File: config.mk
export PLATFORM = sky130hd
export DESIGN_NAME = fpc_mul
export DESIGN_NICKNAME = d
export VERILOG_FILES = /design/src/hdl/formation_pursuit_controller_assert.svh /design/src/hdl/fpc_pkg.sv /design/src/hdl/fpc_mul.sv
export SDC_FILE = /design/constraint.sdc
export NUM_CORES = 2
export LEC_CHECK = 0
export BUFFER_PORTS_ARGS = -buffer_cell sky130_fd_sc_hd__clkbuf_2
export CAP_MARGIN = 10
export CORE_AREA = 4 4 356 358
export CTS_CLUSTER_SIZE = 8
export DETAILED_ROUTE_END_ITERATION = 12
export DIE_AREA = 0 0 360 362
export HOLD_SLACK_MARGIN = 0.03
export PLACE_DENSITY = 0.53
export SLEW_MARGIN = 20
export SYNTH_ARGS = -nofsm -noshare
export SYNTH_HDL_FRONTEND = slang
export SYNTH_SLANG_ARGS = --single-unit
File: constraint.sdc
create_clock -name clk -period 9.5 [get_ports clk]
set_input_delay 1.425 -clock clk [delete_from_list [all_inputs] [get_ports clk]]
set_output_delay 1.425 -clock clk [all_outputs]
set_load 0.01 [all_outputs]
File: src/hdl/formation_pursuit_controller_assert.svh
// Assertion macros shared by the formation pursuit controller RTL
`ifndef FORMATION_PURSUIT_CONTROLLER_ASSERT_SVH
`define FORMATION_PURSUIT_CONTROLLER_ASSERT_SVH
// Same-cycle implication, sampled on clk, off during rst
`define FPC_ASSERT_NOW(lbl, ante, cons, msg) \
  lbl: assert property (@(posedge clk) disable iff (rst) (ante) |-> (cons)) else $error(msg);
// Next-cycle implication, sampled on clk, off during rst
`define FPC_ASSERT_NEXT(lbl, ante, cons, msg) \
  lbl: assert property (@(posedge clk) disable iff (rst) (ante) |=> (cons)) else $error(msg);
`endif

File: src/hdl/fpc_pkg.sv
// Types, constants and helper functions of the formation pursuit controller
package fpc_pkg;

  localparam int XW = 40;   // CORDIC x/y datapath
  localparam int ZW = 34;   // CORDIC angle accumulator
  localparam int MW = 34;   // multiplier operand
  localparam int PW = 68;   // multiplier product
  localparam int DW = 36;   // distance

  localparam logic [1:0] ACT_LEADER = 2'd0;
  localparam logic [1:0] ACT_OWN    = 2'd1;
  localparam logic [1:0] ACT_TICK   = 2'd2;
  localparam logic [1:0] ACT_UNUSED = 2'd3;

  localparam logic [1:0] MODE_WAIT   = 2'd0;
  localparam logic [1:0] MODE_STALE  = 2'd1;
  localparam logic [1:0] MODE_ALIGN  = 2'd2;
  localparam logic [1:0] MODE_PURSUE = 2'd3;

  localparam logic [2:0] REG_TRAIL_OFS   = 3'd0;
  localparam logic [2:0] REG_LATERAL_OFS = 3'd1;
  localparam logic [2:0] REG_MAX_LINEAR  = 3'd2;
  localparam logic [2:0] REG_MAX_ANGULAR = 3'd3;
  localparam logic [2:0] REG_GAIN_LINEAR = 3'd4;
  localparam logic [2:0] REG_GAIN_ANG    = 3'd5;
  localparam logic [2:0] REG_ARRIVE      = 3'd6;
  localparam logic [2:0] REG_STALE       = 3'd7;

  localparam logic signed [XW-1:0] INV_K_Q30 = XW'(652032875);
  localparam logic signed [MW-1:0] INV_K_Q24 = MW'(10188014);
  localparam logic signed [MW-1:0] TWO_PI_Q16 = MW'(411775);

  typedef enum logic [4:0] {
    ST_IDLE, ST_Q1, ST_Q2, ST_Q3, ST_Q4, ST_Q5,
    ST_VEC_GO, ST_VEC_WAIT, ST_ROT_GO, ST_ROT_WAIT,
    ST_M1, ST_M2, ST_M3, ST_M4, ST_M5,
    ST_D1, ST_D2, ST_D3, ST_D4,
    ST_A1, ST_A2, ST_L1, ST_L2, ST_OUT
  } state_t;

  // atan(2^-i) in 2^32 units per turn
  function automatic logic [31:0] atan_at(input logic [4:0] i);
    logic [31:0] r;
    case (i)
      5'd0:  r = 32'h20000000;
      5'd1:  r = 32'h12E4051E;
      5'd2:  r = 32'h09FB385B;
      5'd3:  r = 32'h051111D4;
      5'd4:  r = 32'h028B0D43;
      5'd5:  r = 32'h0145D7E1;
      5'd6:  r = 32'h00A2F61E;
      5'd7:  r = 32'h00517C55;
      5'd8:  r = 32'h0028BE53;
      5'd9:  r = 32'h00145F2F;
      5'd10: r = 32'h000A2F98;
      5'd11: r = 32'h000517CC;
      5'd12: r = 32'h00028BE6;
      5'd13: r = 32'h000145F3;
      5'd14: r = 32'h0000A2FA;
      5'd15: r = 32'h0000517D;
      5'd16: r = 32'h000028BE;
      5'd17: r = 32'h0000145F;
      5'd18: r = 32'h00000A30;
      5'd19: r = 32'h00000518;
      5'd20: r = 32'h0000028C;
      5'd21: r = 32'h00000146;
      5'd22: r = 32'h000000A3;
      5'd23: r = 32'h00000051;
      default: r = 32'h0;
    endcase
    return r;
  endfunction

  // round a 32-bit turn angle to a 16-bit binary angle
  function automatic logic [15:0] angle16(input logic [31:0] a);
    logic [31:0] s;
    s = a + 32'h8000;
    return s[31:16];
  endfunction

  // wrapped heading error, half turn reads as +half turn
  function automatic logic signed [16:0] head_err(input logic [15:0] t, input logic [15:0] c);
    logic [15:0] d;
    d = t - c;
    if (d == 16'h8000) return 17'sd32768;
    return {d[15], d};
  endfunction

endpackage

File: src/hdl/fpc_mul.sv
// Shared signed multiplier with a registered product
module fpc_mul (
  input  logic                           clk,
  input  logic signed [fpc_pkg::MW-1:0]  a,
  input  logic signed [fpc_pkg::MW-1:0]  b,
  output logic signed [fpc_pkg::PW-1:0]  prod
);

  always_ff @(posedge clk) begin
    prod <= a * b;
  end

endmodule

**Word level (Yosys, flattened, before mapping)**

Index checks and enable logic that the tools add are counted.

- Input bits: 69
- Flip-flop bits (word level): 68
- Output and inout bits: 68

- Multiply operators: 1

Operators with widths:

| operator | count |
|---|---|
| $mul A34 B34 Y68 | 1 |

**Logic depth before layout (Yosys ltp)**

- Word-level depth: 1
- Mapped depth: 31

**Worst setup path after synthesis**

No wires, ideal clock.

- Kind: input to register
- From: input a[33] in the netlist's numbering
- To: register prod[65] in the netlist's numbering
- Path buffers: 2
- Required time: 9.428 ns
- Cell stages on the path: 24
- Arrival time: 8.843 ns
- Setup time: 0.072 ns
- Setup slack: 0.585 ns
- Cells stage by stage: clkbuf_1 -> nand2_1 -> inv_1 -> fa_1 -> fa_1 -> fa_1 -> fa_1 -> inv_1 -> fa_1 -> fa_1 -> fa_1 -> fa_1 -> inv_1 -> ha_1 -> clkdlybuf4s50_2 -> nand3_1 -> or2_2 -> nor2_1 -> a221oi_1 -> o21ai_0 -> a31oi_2 -> nor2_2 -> o41ai_2 -> xnor2_1

- Longest elaborated chain between the ends: 1

RTL lines:

| item | line | text |
|---|---|---|
| start, declared | fpc_mul.sv:4 | `input logic signed [fpc_pkg::MW-1:0] a,` |
| $mul A34 B34 Y68 | fpc_mul.sv:10 | `prod <= a * b;` |
| end signal, assigned | fpc_mul.sv:10 |  |
| end, declared | fpc_mul.sv:6 | `output logic signed [fpc_pkg::PW-1:0] prod` |

No other way between the ends.

**Worst setup path in the final report**

- From: input b[11] in the netlist's numbering
- To: register prod[66] in the netlist's numbering

- Longest elaborated chain between the ends: 1

RTL lines:

| item | line | text |
|---|---|---|
| start, declared | fpc_mul.sv:5 | `input logic signed [fpc_pkg::MW-1:0] b,` |
| $mul A34 B34 Y68 | fpc_mul.sv:10 |  |

No other way between the ends.

==> out/metrics.cfg <==
[run]
max-cap-violations = 0

[die]
die_area_um2 = 130300
die_y_um = 362
design.core.area_um2 = 123300
std_cell_rows = 129
ios = 137
initial_core_util = 0.3489
floorplan.die.width_um = 360

[min_path]
hold_class = input pin to flip-flop
hold_path.startpoint = b[0]
hold-path-endpoint = prod[0]
hold-path-cell-count = 2

[yosys]
synthesis.yosys.warnings = 0
postSynth.topFlopCell = sky130_fd_sc_hd__dfxtp_1
register_bit_count_reported_by_yosys = 68
synth_fp_nets = 6068
ys_async_sr_fraction = 0
synthesis.area_per_instance_um2 = 9.448
number_of_flops_mapped_to_enable_cells_by_yosys = 0
yosysUniqueCellTypes = 69
synthesis.instances = 4554
synthesis.area_um2 = 43030
seq_area_frac_synth = 0.03164

[cells_and_area]
largest_reg_flops = 68
drive_above_1_share = 0.07634
fillers = 12720
fin_nets = 6160
largest_registers = prod (68)
design_area_um2 = 46600
top_register = prod
layout-area-overhead-vs-synth_pct = 8.302

[timing]
setup_repair_after_global_routing_missed_its_margin = false
setup_ws_ns = 0.5219
final_setup_violations = 0
report.final.hold_viol_count = 0
fmax_mhz = 111.4
slew_headroom = 0.4744
hold_slack_ns = 1.572
maxSlewViolCount = 0
max_slew.worst_pin.slew_ns = 0.7848
final_period_minus_worst_setup_slack_ns = 8.978
finalCritPeriodShare = 0.9451

[place]
hpwlAfterDp_um = 107600
detailedPlace.worstSlack_ns = -0.02420
port-buffer-count = 136
gp_congestion = 0.8937
dpl_cell_area_um2 = 46300

[global_route]
global_route.usage.total = 0.1965
grt_start_max_net_pins = 30
grt_overflow_total = 0
antenna_found_initial = 5
grt_pass1_vias = 33410
grt_pass1_wl_um = 197000

[worst_setup_path]
cp.arrival_ns = 9.34
worstSetupStartpointType = input pin
crit_type = input pin to flip-flop
crit_fanout = 21
required_time_of_the_critical_path_ns = 9.86
timing.critical_path.from = b[11]
end_kind = flip-flop

[clock_network]
number_of_post_cts_setup_repair_buffers = 0
worst_setup_hold_path_clk_slew_ns = 0.06
cts_resized = 0
postCtsHoldBufs = 0
tritoncts_clock_tree = built
htreeDepth = 3
cts_buffer_depth = 2
cts_inserted_buffers = 9
root_buffer = sky130_fd_sc_hd__clkbuf_16
cts.sink_count = 68

[routing]
drtPass1Iterations = 5
antenna_violating_nets_post_route = 0
vias = 29150
route.detailed.drc = 0
detail_route.vias_per_cell = 4.633
avg_wl_per_cell_um = 19.37
total_detailed_routing_wirelength_um = 121900
drtIter0Drc = 1216

[status]
run_status = finished, final reports clean

[layout by cell type (no fill, tap or decap), types with 6 or more instances in the layout]
cell | Yosys | final
sky130_fd_sc_hd__nand3_1 | 11 | 11
sky130_fd_sc_hd__xor2_1 | 23 | 23
sky130_fd_sc_hd__clkbuf_2 | 2 | 136
sky130_fd_sc_hd__nand2_1 | 542 | 542
sky130_fd_sc_hd__o21bai_1 | 12 | 12
sky130_fd_sc_hd__fa_1 | 1241 | 1241
sky130_fd_sc_hd__o21ai_1 | 7 | 7
sky130_fd_sc_hd__buf_4 | 4 | 161
sky130_fd_sc_hd__buf_12 | 0 | 12
sky130_fd_sc_hd__clkbuf_16 | 0 | 9
sky130_fd_sc_hd__inv_1 | 1231 | 1231
sky130_fd_sc_hd__xnor2_1 | 56 | 56
sky130_fd_sc_hd__nand4_1 | 11 | 11
sky130_fd_sc_hd__a21oi_1 | 61 | 61
sky130_fd_sc_hd__a211oi_1 | 6 | 6
sky130_fd_sc_hd__a31oi_1 | 7 | 7
sky130_fd_sc_hd__nor2b_1 | 9 | 9
sky130_fd_sc_hd__ha_1 | 204 | 204
sky130_fd_sc_hd__nor2_1 | 54 | 54
sky130_fd_sc_hd__o21ai_0 | 31 | 31
sky130_fd_sc_hd__a21o_1 | 37 | 37
sky130_fd_sc_hd__nand2b_1 | 20 | 20
sky130_fd_sc_hd__dfxtp_1 | 68 | 68
sky130_fd_sc_hd__and2_1 | 621 | 621
[through the flow]
stage / std cells / setup TNS (ns) / utilization
after CTS: 6287 / 0 / 0.3778
after detailed placement: 6272 / -0.02420 / 0.3755
after global placement: 6272 / 0 / 0.3755
final: 6292 / 0 / 0.3779
after floorplan: 4554 / 0 / -
after global routing: 6288 / 0 / 0.3778
[cells by family (layout without fill, tap and decap cells)]
kind of cell | Yosys count | after routing | share of synthesized area
AO/OA/AOI/OAI | 206 | 206 | 0.03347
XOR/XNOR | 79 | 79 | 0.01608
adder cells (fa/ha/maj) | 1445 | 1445 | 0.6367
buffers and inverters | 1460 | 1556 | 0.1284
flip-flops | 68 | 68 | 0.03164
other | 0 | 5 | 0
AND/OR/NAND/NOR | 1296 | 1296 | 0.1537
[how the worst max path moves through the flow]
| stage | endpoint | depth (start not counted) |
|---|---|---|
| final | prod[66] | 25 |
| after global routing | prod[61] | 29 |
| after CTS | prod[66] | 25 |
| after detailed placement | prod[66] | 25 |
| after global placement | prod[66] | 25 |
| after floorplan | prod[65] | 24 |
[worst max-delay path, stage by stage]
cell,delay (ns)
sky130_fd_sc_hd__clkbuf_2,0.50
sky130_fd_sc_hd__buf_4,0.25
sky130_fd_sc_hd__nand2_1,0.07
sky130_fd_sc_hd__fa_1,0.49
sky130_fd_sc_hd__fa_1,0.55
sky130_fd_sc_hd__fa_1,0.55
sky130_fd_sc_hd__inv_1,0.05
sky130_fd_sc_hd__fa_1,0.49
sky130_fd_sc_hd__fa_1,0.65
sky130_fd_sc_hd__fa_1,0.46
sky130_fd_sc_hd__fa_1,0.49
sky130_fd_sc_hd__inv_1,0.05
sky130_fd_sc_hd__fa_1,0.48
sky130_fd_sc_hd__inv_1,0.04
sky130_fd_sc_hd__ha_1,0.27
sky130_fd_sc_hd__a21oi_1,0.32
sky130_fd_sc_hd__o21bai_1,0.13
sky130_fd_sc_hd__a21oi_1,0.26
sky130_fd_sc_hd__o21ai_2,0.12
sky130_fd_sc_hd__a31oi_1,0.62
sky130_fd_sc_hd__o41ai_1,0.23
sky130_fd_sc_hd__a31oi_4,0.28
sky130_fd_sc_hd__o31ai_4,0.14
sky130_fd_sc_hd__a221oi_2,0.26
sky130_fd_sc_hd__xnor2_1,0.14
[synth_stat cells, drive strengths merged (3+ instances only)]
master / count / area share
or2: 4 / 0.00058
o21ai: 41 / 0.0052
and3: 8 / 0.0013
dfxtp: 68 / 0.032
nand2b: 20 / 0.0029
o21a: 4 / 0.00070
a31oi: 10 / 0.0021
fa: 1241 / 0.58
and2: 623 / 0.091
inv: 1231 / 0.11
a221oi: 4 / 0.00096
nand3: 11 / 0.0013
nor2b: 9 / 0.0013
nand4: 11 / 0.0016
a211o: 3 / 0.00064
a21o: 37 / 0.0065
a21oi: 63 / 0.0075
o41ai: 6 / 0.0017
o211ai: 3 / 0.00052
nor2: 56 / 0.0050
nor3: 5 / 0.00058
o21bai: 12 / 0.0021
xor2: 23 / 0.0047
xnor2: 56 / 0.011
a211oi: 7 / 0.0013
nand2: 542 / 0.047
ha: 204 / 0.059
buf: 9 / 0.0014
clkbuf: 217 / 0.019
[routing by layer]
metal  up-vias  routed length [um]  track usage  share of wire
li1      12970                   -            -              -
met1     15580               51290       0.2522           0.42
met2       481               63070       0.3517           0.52
met3       123                4007      0.02329          0.033
met4         0                3498      0.05313          0.029
met5         -                   0            0              0
[area by class of cell]
class | count | area, um2 | area share
flip-flops and latches | 68 | 1361 | 0.02921
clock inverters | 5 | 53.80 | 0.001155
clock buffers | 10 | 229.0 | 0.004914
multi-input cells | 3026 | 36140 | 0.7756
repair buffers | 309 | 2130 | 0.04570
diodes | 5 | 12.51 | 0.0002685
inverters | 1232 | 4624 | 0.09924
well taps | 1637 | 2048 | 0.04395
Power is not shown: default switching activity piles up to over one toggle a cycle in this logic, so the estimate is an artifact.
