File: src/hdl/formation_pursuit_controller_assert.svh
// Assertion macros shared by the formation pursuit controller RTL
`ifndef FORMATION_PURSUIT_CONTROLLER_ASSERT_SVH
`define FORMATION_PURSUIT_CONTROLLER_ASSERT_SVH
// Same-cycle implication, sampled on clk, off during rst
`define FPC_ASSERT_NOW(lbl, ante, cons, msg) \
  lbl: assert property (@(posedge clk) disable iff (rst) (ante) |-> (cons)) else $error(msg);
// Next-cycle implication, sampled on clk, off during rst
`define FPC_ASSERT_NEXT(lbl, ante, cons, msg) \
  lbl: assert property (@(posedge clk) disable iff (rst) (ante) |=> (cons)) else $error(msg);
`endif

File: src/hdl/fpc_pkg.sv
// Types, constants and helper functions of the formation pursuit controller
package fpc_pkg;

  localparam int XW = 40;   // CORDIC x/y datapath
  localparam int ZW = 34;   // CORDIC angle accumulator
  localparam int MW = 34;   // multiplier operand
  localparam int PW = 68;   // multiplier product
  localparam int DW = 36;   // distance

  localparam logic [1:0] ACT_LEADER = 2'd0;
  localparam logic [1:0] ACT_OWN    = 2'd1;
  localparam logic [1:0] ACT_TICK   = 2'd2;
  localparam logic [1:0] ACT_UNUSED = 2'd3;

  localparam logic [1:0] MODE_WAIT   = 2'd0;
  localparam logic [1:0] MODE_STALE  = 2'd1;
  localparam logic [1:0] MODE_ALIGN  = 2'd2;
  localparam logic [1:0] MODE_PURSUE = 2'd3;

  localparam logic [2:0] REG_TRAIL_OFS   = 3'd0;
  localparam logic [2:0] REG_LATERAL_OFS = 3'd1;
  localparam logic [2:0] REG_MAX_LINEAR  = 3'd2;
  localparam logic [2:0] REG_MAX_ANGULAR = 3'd3;
  localparam logic [2:0] REG_GAIN_LINEAR = 3'd4;
  localparam logic [2:0] REG_GAIN_ANG    = 3'd5;
  localparam logic [2:0] REG_ARRIVE      = 3'd6;
  localparam logic [2:0] REG_STALE       = 3'd7;

  localparam logic signed [XW-1:0] INV_K_Q30 = XW'(652032875);
  localparam logic signed [MW-1:0] INV_K_Q24 = MW'(10188014);
  localparam logic signed [MW-1:0] TWO_PI_Q16 = MW'(411775);

  typedef enum logic [4:0] {
    ST_IDLE, ST_Q1, ST_Q2, ST_Q3, ST_Q4, ST_Q5,
    ST_VEC_GO, ST_VEC_WAIT, ST_ROT_GO, ST_ROT_WAIT,
    ST_M1, ST_M2, ST_M3, ST_M4, ST_M5,
    ST_D1, ST_D2, ST_D3, ST_D4,
    ST_A1, ST_A2, ST_L1, ST_L2, ST_OUT
  } state_t;

  // atan(2^-i) in 2^32 units per turn
  function automatic logic [31:0] atan_at(input logic [4:0] i);
    logic [31:0] r;
    case (i)
      5'd0:  r = 32'h20000000;
      5'd1:  r = 32'h12E4051E;
      5'd2:  r = 32'h09FB385B;
      5'd3:  r = 32'h051111D4;
      5'd4:  r = 32'h028B0D43;
      5'd5:  r = 32'h0145D7E1;
      5'd6:  r = 32'h00A2F61E;
      5'd7:  r = 32'h00517C55;
      5'd8:  r = 32'h0028BE53;
      5'd9:  r = 32'h00145F2F;
      5'd10: r = 32'h000A2F98;
      5'd11: r = 32'h000517CC;
      5'd12: r = 32'h00028BE6;
      5'd13: r = 32'h000145F3;
      5'd14: r = 32'h0000A2FA;
      5'd15: r = 32'h0000517D;
      5'd16: r = 32'h000028BE;
      5'd17: r = 32'h0000145F;
      5'd18: r = 32'h00000A30;
      5'd19: r = 32'h00000518;
      5'd20: r = 32'h0000028C;
      5'd21: r = 32'h00000146;
      5'd22: r = 32'h000000A3;
      5'd23: r = 32'h00000051;
      default: r = 32'h0;
    endcase
    return r;
  endfunction

  // round a 32-bit turn angle to a 16-bit binary angle
  function automatic logic [15:0] angle16(input logic [31:0] a);
    logic [31:0] s;
    s = a + 32'h8000;
    return s[31:16];
  endfunction

  // wrapped heading error, half turn reads as +half turn
  function automatic logic signed [16:0] head_err(input logic [15:0] t, input logic [15:0] c);
    logic [15:0] d;
    d = t - c;
    if (d == 16'h8000) return 17'sd32768;
    return {d[15], d};
  endfunction

endpackage

File: src/hdl/fpc_cordic.sv
// Iterative CORDIC, vectoring or rotation, one micro-rotation per cycle
module fpc_cordic #(
  parameter int STEPS = 16
) (
  input  logic                          clk,
  input  logic                          rst,
  input  logic                          start,
  input  logic                          vec_mode,
  input  logic signed [fpc_pkg::XW-1:0] x_in,
  input  logic signed [fpc_pkg::XW-1:0] y_in,
  input  logic [15:0]                   ang_in,
  output logic                          done,
  output logic signed [fpc_pkg::XW-1:0] x_out,
  output logic signed [fpc_pkg::XW-1:0] y_out,
  output logic [31:0]                   z_out
);

  localparam int IW = $clog2(STEPS);

  logic                          busy;
  logic                          vec;
  logic                          zero;
  logic                          neg;
  logic [IW-1:0]                 idx;
  logic signed [fpc_pkg::XW-1:0] x, y;
  logic signed [fpc_pkg::ZW-1:0] z;
  logic signed [fpc_pkg::XW-1:0] xs, ys;
  logic signed [fpc_pkg::ZW-1:0] tab;
  logic signed [fpc_pkg::ZW-1:0] zs;
  logic                          ccw;

  // micro-rotation terms
  always_comb begin
    xs  = x >>> idx;
    ys  = y >>> idx;
    tab = fpc_pkg::ZW'(fpc_pkg::atan_at(5'(idx)));
    ccw = vec ? !(y > 0) : (z >= 0);
    zs  = fpc_pkg::ZW'($signed(ang_in)) <<< 16;
  end

  // control
  always_ff @(posedge clk) begin
    if (rst) begin
      busy <= 1'b0;
      done <= 1'b0;
      idx  <= '0;
    end else begin
      done <= 1'b0;
      if (start) begin
        busy <= 1'b1;
        idx  <= '0;
      end else if (busy) begin
        if (idx == IW'(STEPS - 1)) begin
          busy <= 1'b0;
          done <= 1'b1;
        end
        idx <= idx + 1'b1;
      end
    end
  end

  // datapath: prepare on start, then iterate
  always_ff @(posedge clk) begin
    if (start) begin
      vec  <= vec_mode;
      zero <= vec_mode && (x_in == '0) && (y_in == '0);
      if (vec_mode) begin
        neg <= 1'b0;
        if (x_in < 0) begin
          x <= -x_in;
          y <= -y_in;
          z <= fpc_pkg::ZW'(64'sh80000000);
        end else begin
          x <= x_in;
          y <= y_in;
          z <= '0;
        end
      end else begin
        x <= fpc_pkg::INV_K_Q30;
        y <= '0;
        if (zs > fpc_pkg::ZW'(64'sh40000000)) begin
          z   <= zs - fpc_pkg::ZW'(64'sh80000000);
          neg <= 1'b1;
        end else if (zs < -fpc_pkg::ZW'(64'sh40000000)) begin
          z   <= zs + fpc_pkg::ZW'(64'sh80000000);
          neg <= 1'b1;
        end else begin
          z   <= zs;
          neg <= 1'b0;
        end
      end
    end else if (busy) begin
      if (ccw) begin
        x <= x - ys;
        y <= y + xs;
        z <= z - tab;
      end else begin
        x <= x + ys;
        y <= y - xs;
        z <= z + tab;
      end
    end
  end

  // result shaping
  always_comb begin
    if (vec) begin
      x_out = (zero || x < 0) ? '0 : x;
      y_out = y;
      z_out = zero ? 32'h0 : z[31:0];
    end else begin
      x_out = neg ? -x : x;
      y_out = neg ? -y : y;
      z_out = z[31:0];
    end
  end

endmodule

File: config.mk
export PLATFORM = sky130hd
export DESIGN_NAME = fpc_cordic
export DESIGN_NICKNAME = d
export VERILOG_FILES = /design/src/hdl/formation_pursuit_controller_assert.svh /design/src/hdl/fpc_pkg.sv /design/src/hdl/fpc_cordic.sv
export SDC_FILE = /design/constraint.sdc
export NUM_CORES = 1
export LEC_CHECK = 0
export ABC_CLOCK_PERIOD_IN_PS = 7400
export BUFFER_PORTS_ARGS = -buffer_cell sky130_fd_sc_hd__buf_2
export CORE_AREA = 3 3 226 228
export DETAILED_ROUTE_END_ITERATION = 12
export DIE_AREA = 0 0 229 231
export PLACE_DENSITY_LB_ADDON = 0.3
export SKIP_LAST_GASP = 1
export SYNTH_ARGS = -nofsm -noshare
export SYNTH_HDL_FRONTEND = slang
export SYNTH_SLANG_ARGS = --single-unit
File: constraint.sdc
create_clock -name clk -period 7.4 [get_ports clk]
set_clock_uncertainty 0.15 [all_clocks]
set_input_delay 1.48 -clock clk [delete_from_list [all_inputs] [get_ports clk]]
set_output_delay 1.48 -clock clk [all_outputs]
set_load 0.01 [all_outputs]
Yosys cells after proc, flatten, opt, wreduce, memory -nomap -nowiden
Memory sizes are Yosys's and may differ from the RTL's. A register that Yosys moved wholly into a read port is not among the register bits.
Cells that the tools add are included.
- add/sub/neg operators: 13
- $mul: 0
- divide/modulo/power cells: 0
- magnitude comparators: 6
- eq/ne operators: 1
- shift-type cells: 2
- mux-type cells: 33
- bitwise logic cells: 1
- reduce and logical (&&, ||, !) cells: 9
- operators by type and width (operator ; number):
    2-to-1 mux 40 bit ; 15
    2-to-1 mux 34 bit ; 6
    negation 40 bit ; 4
    2-to-1 mux 32 bit ; 3
    adder 40 bit ; 2
    logical NOT 40 bit ; 2
    less-than comparator 40 x 1 -> 1 bit, second input constant ; 2
    >>> shifter 40 x 4 -> 40 bit ; 2
    subtractor 40 bit ; 2
    > comparator 40 x 1 -> 1 bit, second input constant ; 1
    adder 32 x 33 -> 34 bit, second input constant ; 1
    adder 34 x 33 -> 34 bit ; 1
    greater-or-equal comparator 34 x 1 -> 1 bit, second input constant ; 1
    subtractor 32 x 33 -> 34 bit, second input constant ; 1
    subtractor 34 x 33 -> 34 bit ; 1
    > comparator 32 bit, second input constant ; 1
    less-than comparator 32 x 31 -> 1 bit, second input constant ; 1
    2-to-1 mux 4 bit ; 2
    2-to-1 mux 1 bit ; 7
    adder 4 x 1 -> 4 bit, second input constant ; 1
    equality test 4 bit, second input constant ; 1
    OR reduction 3 bit ; 1
    logical AND 1 bit ; 2
    nonzero test 2 bit ; 1
    other kinds (4) ; 4
- register bits after elaboration: 123
- bits in latches: 0
- RAM bits: 0
- bits in read-only memories: 480
- input port bits: 100
- output and inout port bits: 113
- memories kept: 1
- memory list (name ; depth ; bits a word ; rd ports ; clocked after memory_dff ; write ports ; line ; text):
    (no name shown) ; 16 ; 30 ; 1 ; 1 ; 0 ; fpc_pkg.sv:44 ; case (i)

Depth between registers and ports, before layout
- word-level depth: 6
- mapped depth: 30
- mapped depth without buffers: 23

Worst setup path before layout
OpenSTA, ideal clock, no wires.
- path kind: register -> register
- from: register idx[2]
- to: register x[38] in the netlist's numbering (data pin)
- library setup time: 0.257 ns
- arrival time: 6.260 ns
- path slack: 0.734 ns
- cell stages (with the launch flop): 28
- path buffers: 8
- cell sequence: dfxtp_1 buf_4 buf_2 buf_1 buf_1 clkbuf_1 buf_1 buf_1 clkbuf_1 o21ai_0 o21ai_0 ha_1 nand3_1 nor3_1 nand2_1 nor3_1 nor2_1 xnor2_1 ha_1 a21oi_1 nor2b_1 o31a_1 o311a_1 o31a_1 o31ai_1 a21oi_1 or3_1 a32o_1
- longest elaborated chain between the ends: 5
- elaborated cells between the ends (all ways): 6
- RTL lines (element ; line ; text):
    from (decl) ; fpc_cordic.sv:24 ; logic [IW-1:0] idx;
    from (signal assigned) ; fpc_cordic.sv:57 ; idx <= idx + 1'b1;
    >>> shifter 40 x 4 -> 40 bit (*) ; fpc_cordic.sv:35 ; ys = y >>> idx;
    adder 40 bit / subtractor 40 bit (equally long branches) ; fpc_cordic.sv:98, fpc_cordic.sv:94 ;
    2-to-1 mux 40 bit (*) ; fpc_cordic.sv:93 ; if (ccw) begin
    2-to-1 mux 40 bit (*) ; fpc_cordic.sv:92 ; end else if (busy) begin
    2-to-1 mux 40 bit (*) ; fpc_cordic.sv:64 ; if (start) begin
    to (signal assigned) ; fpc_cordic.sv:70 ; x <= -x_in;
    to (signal assigned) ; fpc_cordic.sv:94 ; x <= x - ys;
    to (signal assigned) ; fpc_cordic.sv:98 ; x <= x + ys;
    to (decl) ; fpc_cordic.sv:25 ; logic signed [fpc_pkg::XW-1:0] x, y;
Every way passes the cells marked *; elsewhere a longest branch is shown, timed or not. The select of a mux whose other input is x is not followed.
A chain may end at the register's enable or synchronous reset.

Final worst setup path
- from: register y[5] in the netlist's numbering
- to: register y[36] in the netlist's numbering (data pin)
- longest elaborated chain between the ends: 6
- elaborated cells between the ends (all ways): 8
- RTL lines (element ; line ; text):
    from (decl) ; fpc_cordic.sv:25 ;
    from (signal assigned) ; fpc_cordic.sv:71 ; y <= -y_in;
    from (signal assigned) ; fpc_cordic.sv:75 ; y <= y_in;
    from (signal assigned) ; fpc_cordic.sv:95 ; y <= y + xs;
    > comparator 40 x 1 -> 1 bit ; fpc_cordic.sv:37 ; ccw = vec ? !(y > 0) : (z >= 0);
    logical NOT 1 bit ; fpc_cordic.sv:37 ;
    2-to-1 mux 1 bit ; fpc_cordic.sv:37 ;
    2-to-1 mux 40 bit (*) ; fpc_cordic.sv:93 ;
    2-to-1 mux 40 bit (*) ; fpc_cordic.sv:92 ;
    2-to-1 mux 40 bit (*) ; fpc_cordic.sv:64 ;
Marked as above.

==> summary.md <==
| Metric | Value |
|---|---|
| Status | complete, no violations |
| Clock Sinks | 153 |
| Area leader, netlist | edfxtp_1 |
| Die Wd | approximately 230 um |
| FF+latch count, synth | about 150 |
| Pre-antenna DRT Iters | 6 |
| Critical-path cell list | or4_1 > nor3b_1 > and4b_1 > nand3_1 > nor3_1 > buf_4 > a31o_2 > buf_4 > nor2_1 > xor2_1 > ha_1 > nand4_1 > nor2_1 > o211ai_1 > a41oi_1 > o22a_1 > o22ai_1 > o21ai_0 > a21oi_1 > nor4b_1 > a211o_1 |
| Row count | a little over 80 |
| Post-synth ARST share | 0% |
| Max clock buf depth | 2 |
| Clock Latency Late Sink | 0.48 ns |
| Post-Route Setup TNS | 0 ns |
| HP Start | busy$_SDFF_PP0_ |
| CP delay by family, top | simple AND/OR/NAND/NOR gates |
| Clock slew at reported path FFs | 0.08 ns |
| Critical path required time | 7.59 ns |
| Inserted Clock Buffers | 17 |
| Top cell type's share of synthesized area | 15.90% |
| Final period util | roughly 93% |
| Crit start category | flip-flop |
| WS Path Type | reg2reg |
| Via-to-Cell Ratio | 6.342 |
| CTS tree | yes |
| Worst path arrival time | roughly 7 ns |
| Post-CTS Hold Buffers | 0 |
| Library cells used by synthesis | 84 |
| Core box area | 49050 sq um |
| Mapped Avg Cell Area | just over 8 sq um |
| First-pass GRT wire length | 117000 um |
| Final min period | 6.847 ns |
| Synth warn | 0 |
| Die Ht | 231 um |
| Worst Max-Slew Pin Slew | 1.210 ns |
| Synth Net Count | 2953 |
| Leakage power | around 9.7 nW |
| DR WL/cell | between 20 and 25 um |
| Largest net degree at the start of global routing | ~80 |
| Initial antenna violation count | 1 |
| Vias in the first global route | 20825 |
| H-tree depth | 4 |
| Synthesized cell area | 22090 sq um |
| Starting Density | a little under half |
| Placer congestion estimate | 0.9713 |
| RSZ-0062 raised after global routing | false |
| Post-synth EDFFs | 117 |
| Post-Syn Instances | 2719 |
| P per Cell Area | ~550 nW/um^2 |
| Hold path cells | 2 |
| Critical register-to-register path startpoint | y[5]$_DFFE_PP_ |
| CTS-repair resized insts | 0 |
| Final setup vio count | 0 |
| Max incr delay on CP | 0.59 ns |
| Initial DRC count | 2219 |
| Post-route ant nets | 0 |
| CTS root buf | clkbuf_16 |
| GRT Total Usage | 27.58% |
| Non-Filler Instances | approximately 3500 |
| Placed cell count | between 3000 and 4000 |
| Post-CTS Setup Bufs | 0 |
| Peak supply drop | 0.2040 mV |
| Flop2flop setup slack | roughly 0.55 ns |
| Grt total ovfl | 0 |
| Via count | 22192 |
| Layout fillers | roughly 4800 |
| CP max-delay cell | nor3b_1 |
| Share of layout cells above drive strength 1 | 15.56% |
| Synth area leaders | edfxtp_1, mux4_2, ha_1 |
| DP Wirelength | ~57000 um |
| CP Capture Type | flip-flop |
| Final Hold Fails | 0 |
| Peak Freq | 146.0 MHz |
| Area Growth Syn to Fin | 9.754% |
| Final nets | ~3100 |
| Top Ports | 213 |
| Buffers and inverters on the worst path | 2 |
| Worst hold path class | reg2reg |
| Port bufs | 212 |
| Die area | 52900 sq um |
| Reg2reg path depth | 21 |
| Rel. slew slack | 18.71% |
| Final WL | 75320 um |
| Drt drc | 0 |
| Top_reg_cell synth | edfxtp_1 |
| Max Cap Viol | 0 |
| Register area share after synthesis | roughly a fifth |
| Worst R2R End | y[36]$_DFFE_PP_ |
| Final Max Slew Viols | 0 |
| Worst hold endpoint | busy$_SDFF_PP0_ |
| CP max FO | 22 |
## state kept, by name, summed over array words and instances (netlist names)
signal,count
x,40
busy,1
done,1
vec,1
y,40
zero,1
idx,4
tab,30
z,34
neg,1
## stage by stage
stage	total power, W	hold WS, ns	setup slack, ns	utilization, %	cell area, sq um
after floorplan	0.009383	0.3967	0.7336	-	22090
after global routing	0.01430	0.5532	0.05840	49.43	24240
after global placement	0.01190	0.4290	0.8394	48.22	23650
after CTS	0.01302	0.4777	0.7211	49.42	24240
after detailed placement	0.01200	0.4635	0.7338	48.22	23650
final	0.01323	0.4842	0.5527	49.43	24240
## synthesized netlist by cell type, types with 21 or more instances
| cell type | n |
|---|---|
| a21oi_1 | 209 |
| o21a_1 | 25 |
| o21bai_1 | 21 |
| or3_1 | 37 |
| nor2_1 | 159 |
| buf_1 | 21 |
| nand2b_1 | 36 |
| ha_1 | 131 |
| dfxtp_1 | 36 |
| o31ai_1 | 61 |
| xor2_1 | 178 |
| nor3_1 | 57 |
| nand2_1 | 276 |
| nor2b_1 | 25 |
| nor4_1 | 23 |
| mux4_2 | 75 |
| edfxtp_1 | 117 |
| mux2i_1 | 78 |
| xnor2_1 | 131 |
| o22ai_1 | 57 |
| nand3_1 | 63 |
| o211ai_1 | 30 |
| inv_1 | 73 |
| o21ai_0 | 198 |
| mux2_2 | 33 |
| a22oi_1 | 21 |
| a31oi_1 | 35 |
| or4_1 | 23 |
| a21o_1 | 62 |
| clkbuf_1 | 128 |
| and2_1 | 51 |
| and3_1 | 21 |
## worst min-delay path: cells and delay by family, from the launching register on
kind            cells  cell delay, ns
flops               1            0.37
compound gates      1            0.16
simple gates        1            0.05
## cells in the final DEF, fill, tap and decap left out, types with 37 or more instances in the layout
master | Yosys | routed
nand2_1 | 276 | 275
buf_2 | 12 | 211
a21oi_1 | 209 | 209
o21ai_0 | 198 | 197
xor2_1 | 178 | 178
nor2_1 | 159 | 159
xnor2_1 | 131 | 131
ha_1 | 131 | 131
edfxtp_1 | 117 | 117
mux2i_1 | 78 | 78
mux4_2 | 75 | 75
inv_1 | 73 | 73
nand3_1 | 63 | 63
a21o_1 | 62 | 62
o31ai_1 | 61 | 61
nor3_1 | 57 | 57
o22ai_1 | 57 | 57
and2_1 | 51 | 51
buf_4 | 8 | 45
or3_1 | 37 | 37
## kinds of logic after synthesis
group                    share of synthesized area [%]
multiplexers                                     13.10
AO/OA/AOI/OAI                                    24.43
XOR/XNOR                                         12.25
adder cells (fa/ha/maj)                          7.737
buffers and inverters                            4.639
flip-flops                                       19.17
AND/OR/NAND/NOR                                  18.67
## area by class of cell
type	count	area [sq um]	share of cell area (%)
clock inverters	13	115.1	0.4748
flip-flops and latches	153	4249	17.53
repair buffers	258	1434	5.914
multi-input cells	2317	16860	69.54
clock buffers	19	475.5	1.961
well taps	664	830.8	3.427
inverters	74	277.8	1.146
diodes	1	2.502	0.01032
## worst max path at each step
| stage | startpoint | endpoint | slack, ns | cells after the start |
|---|---|---|---|---|
| floorplan | idx[2]$_SDFFE_PP0P_ | x[38]$_DFFE_PP_ | 0.73 | 27 |
| global placement | y[5]$_DFFE_PP_ | x[38]$_DFFE_PP_ | 0.84 | 21 |
| detailed placement | y[5]$_DFFE_PP_ | x[38]$_DFFE_PP_ | 0.73 | 21 |
| CTS | y[5]$_DFFE_PP_ | x[38]$_DFFE_PP_ | 0.72 | 21 |
| global route | idx[1]$_SDFFE_PP0P_ | y[35]$_DFFE_PP_ | 0.06 | 20 |
| finish | y[5]$_DFFE_PP_ | y[36]$_DFFE_PP_ | 0.55 | 21 |
## where the power goes
group / total (W) / switching, W / internal, W
combinational: 0.00992 / 0.00561 / 0.00431
sequential: 0.00238 / 0.000885 / 0.00150
clock: 0.000924 / 0.000441 / 0.000483
total: 0.0132 / 0.00694 / 0.00629
## metal layers
metal / vias up / wire (um) / global-route usage [%]
li1: 10405 / - / -
met1: 10652 / 33380 / 38.88
met2: 1010 / 32750 / 42.43
met3: 125 / 7038 / 5.331
met4: 0 / 2144 / 9.098
met5: - / 0 / 0
Power figures use the tool's default switching activity.
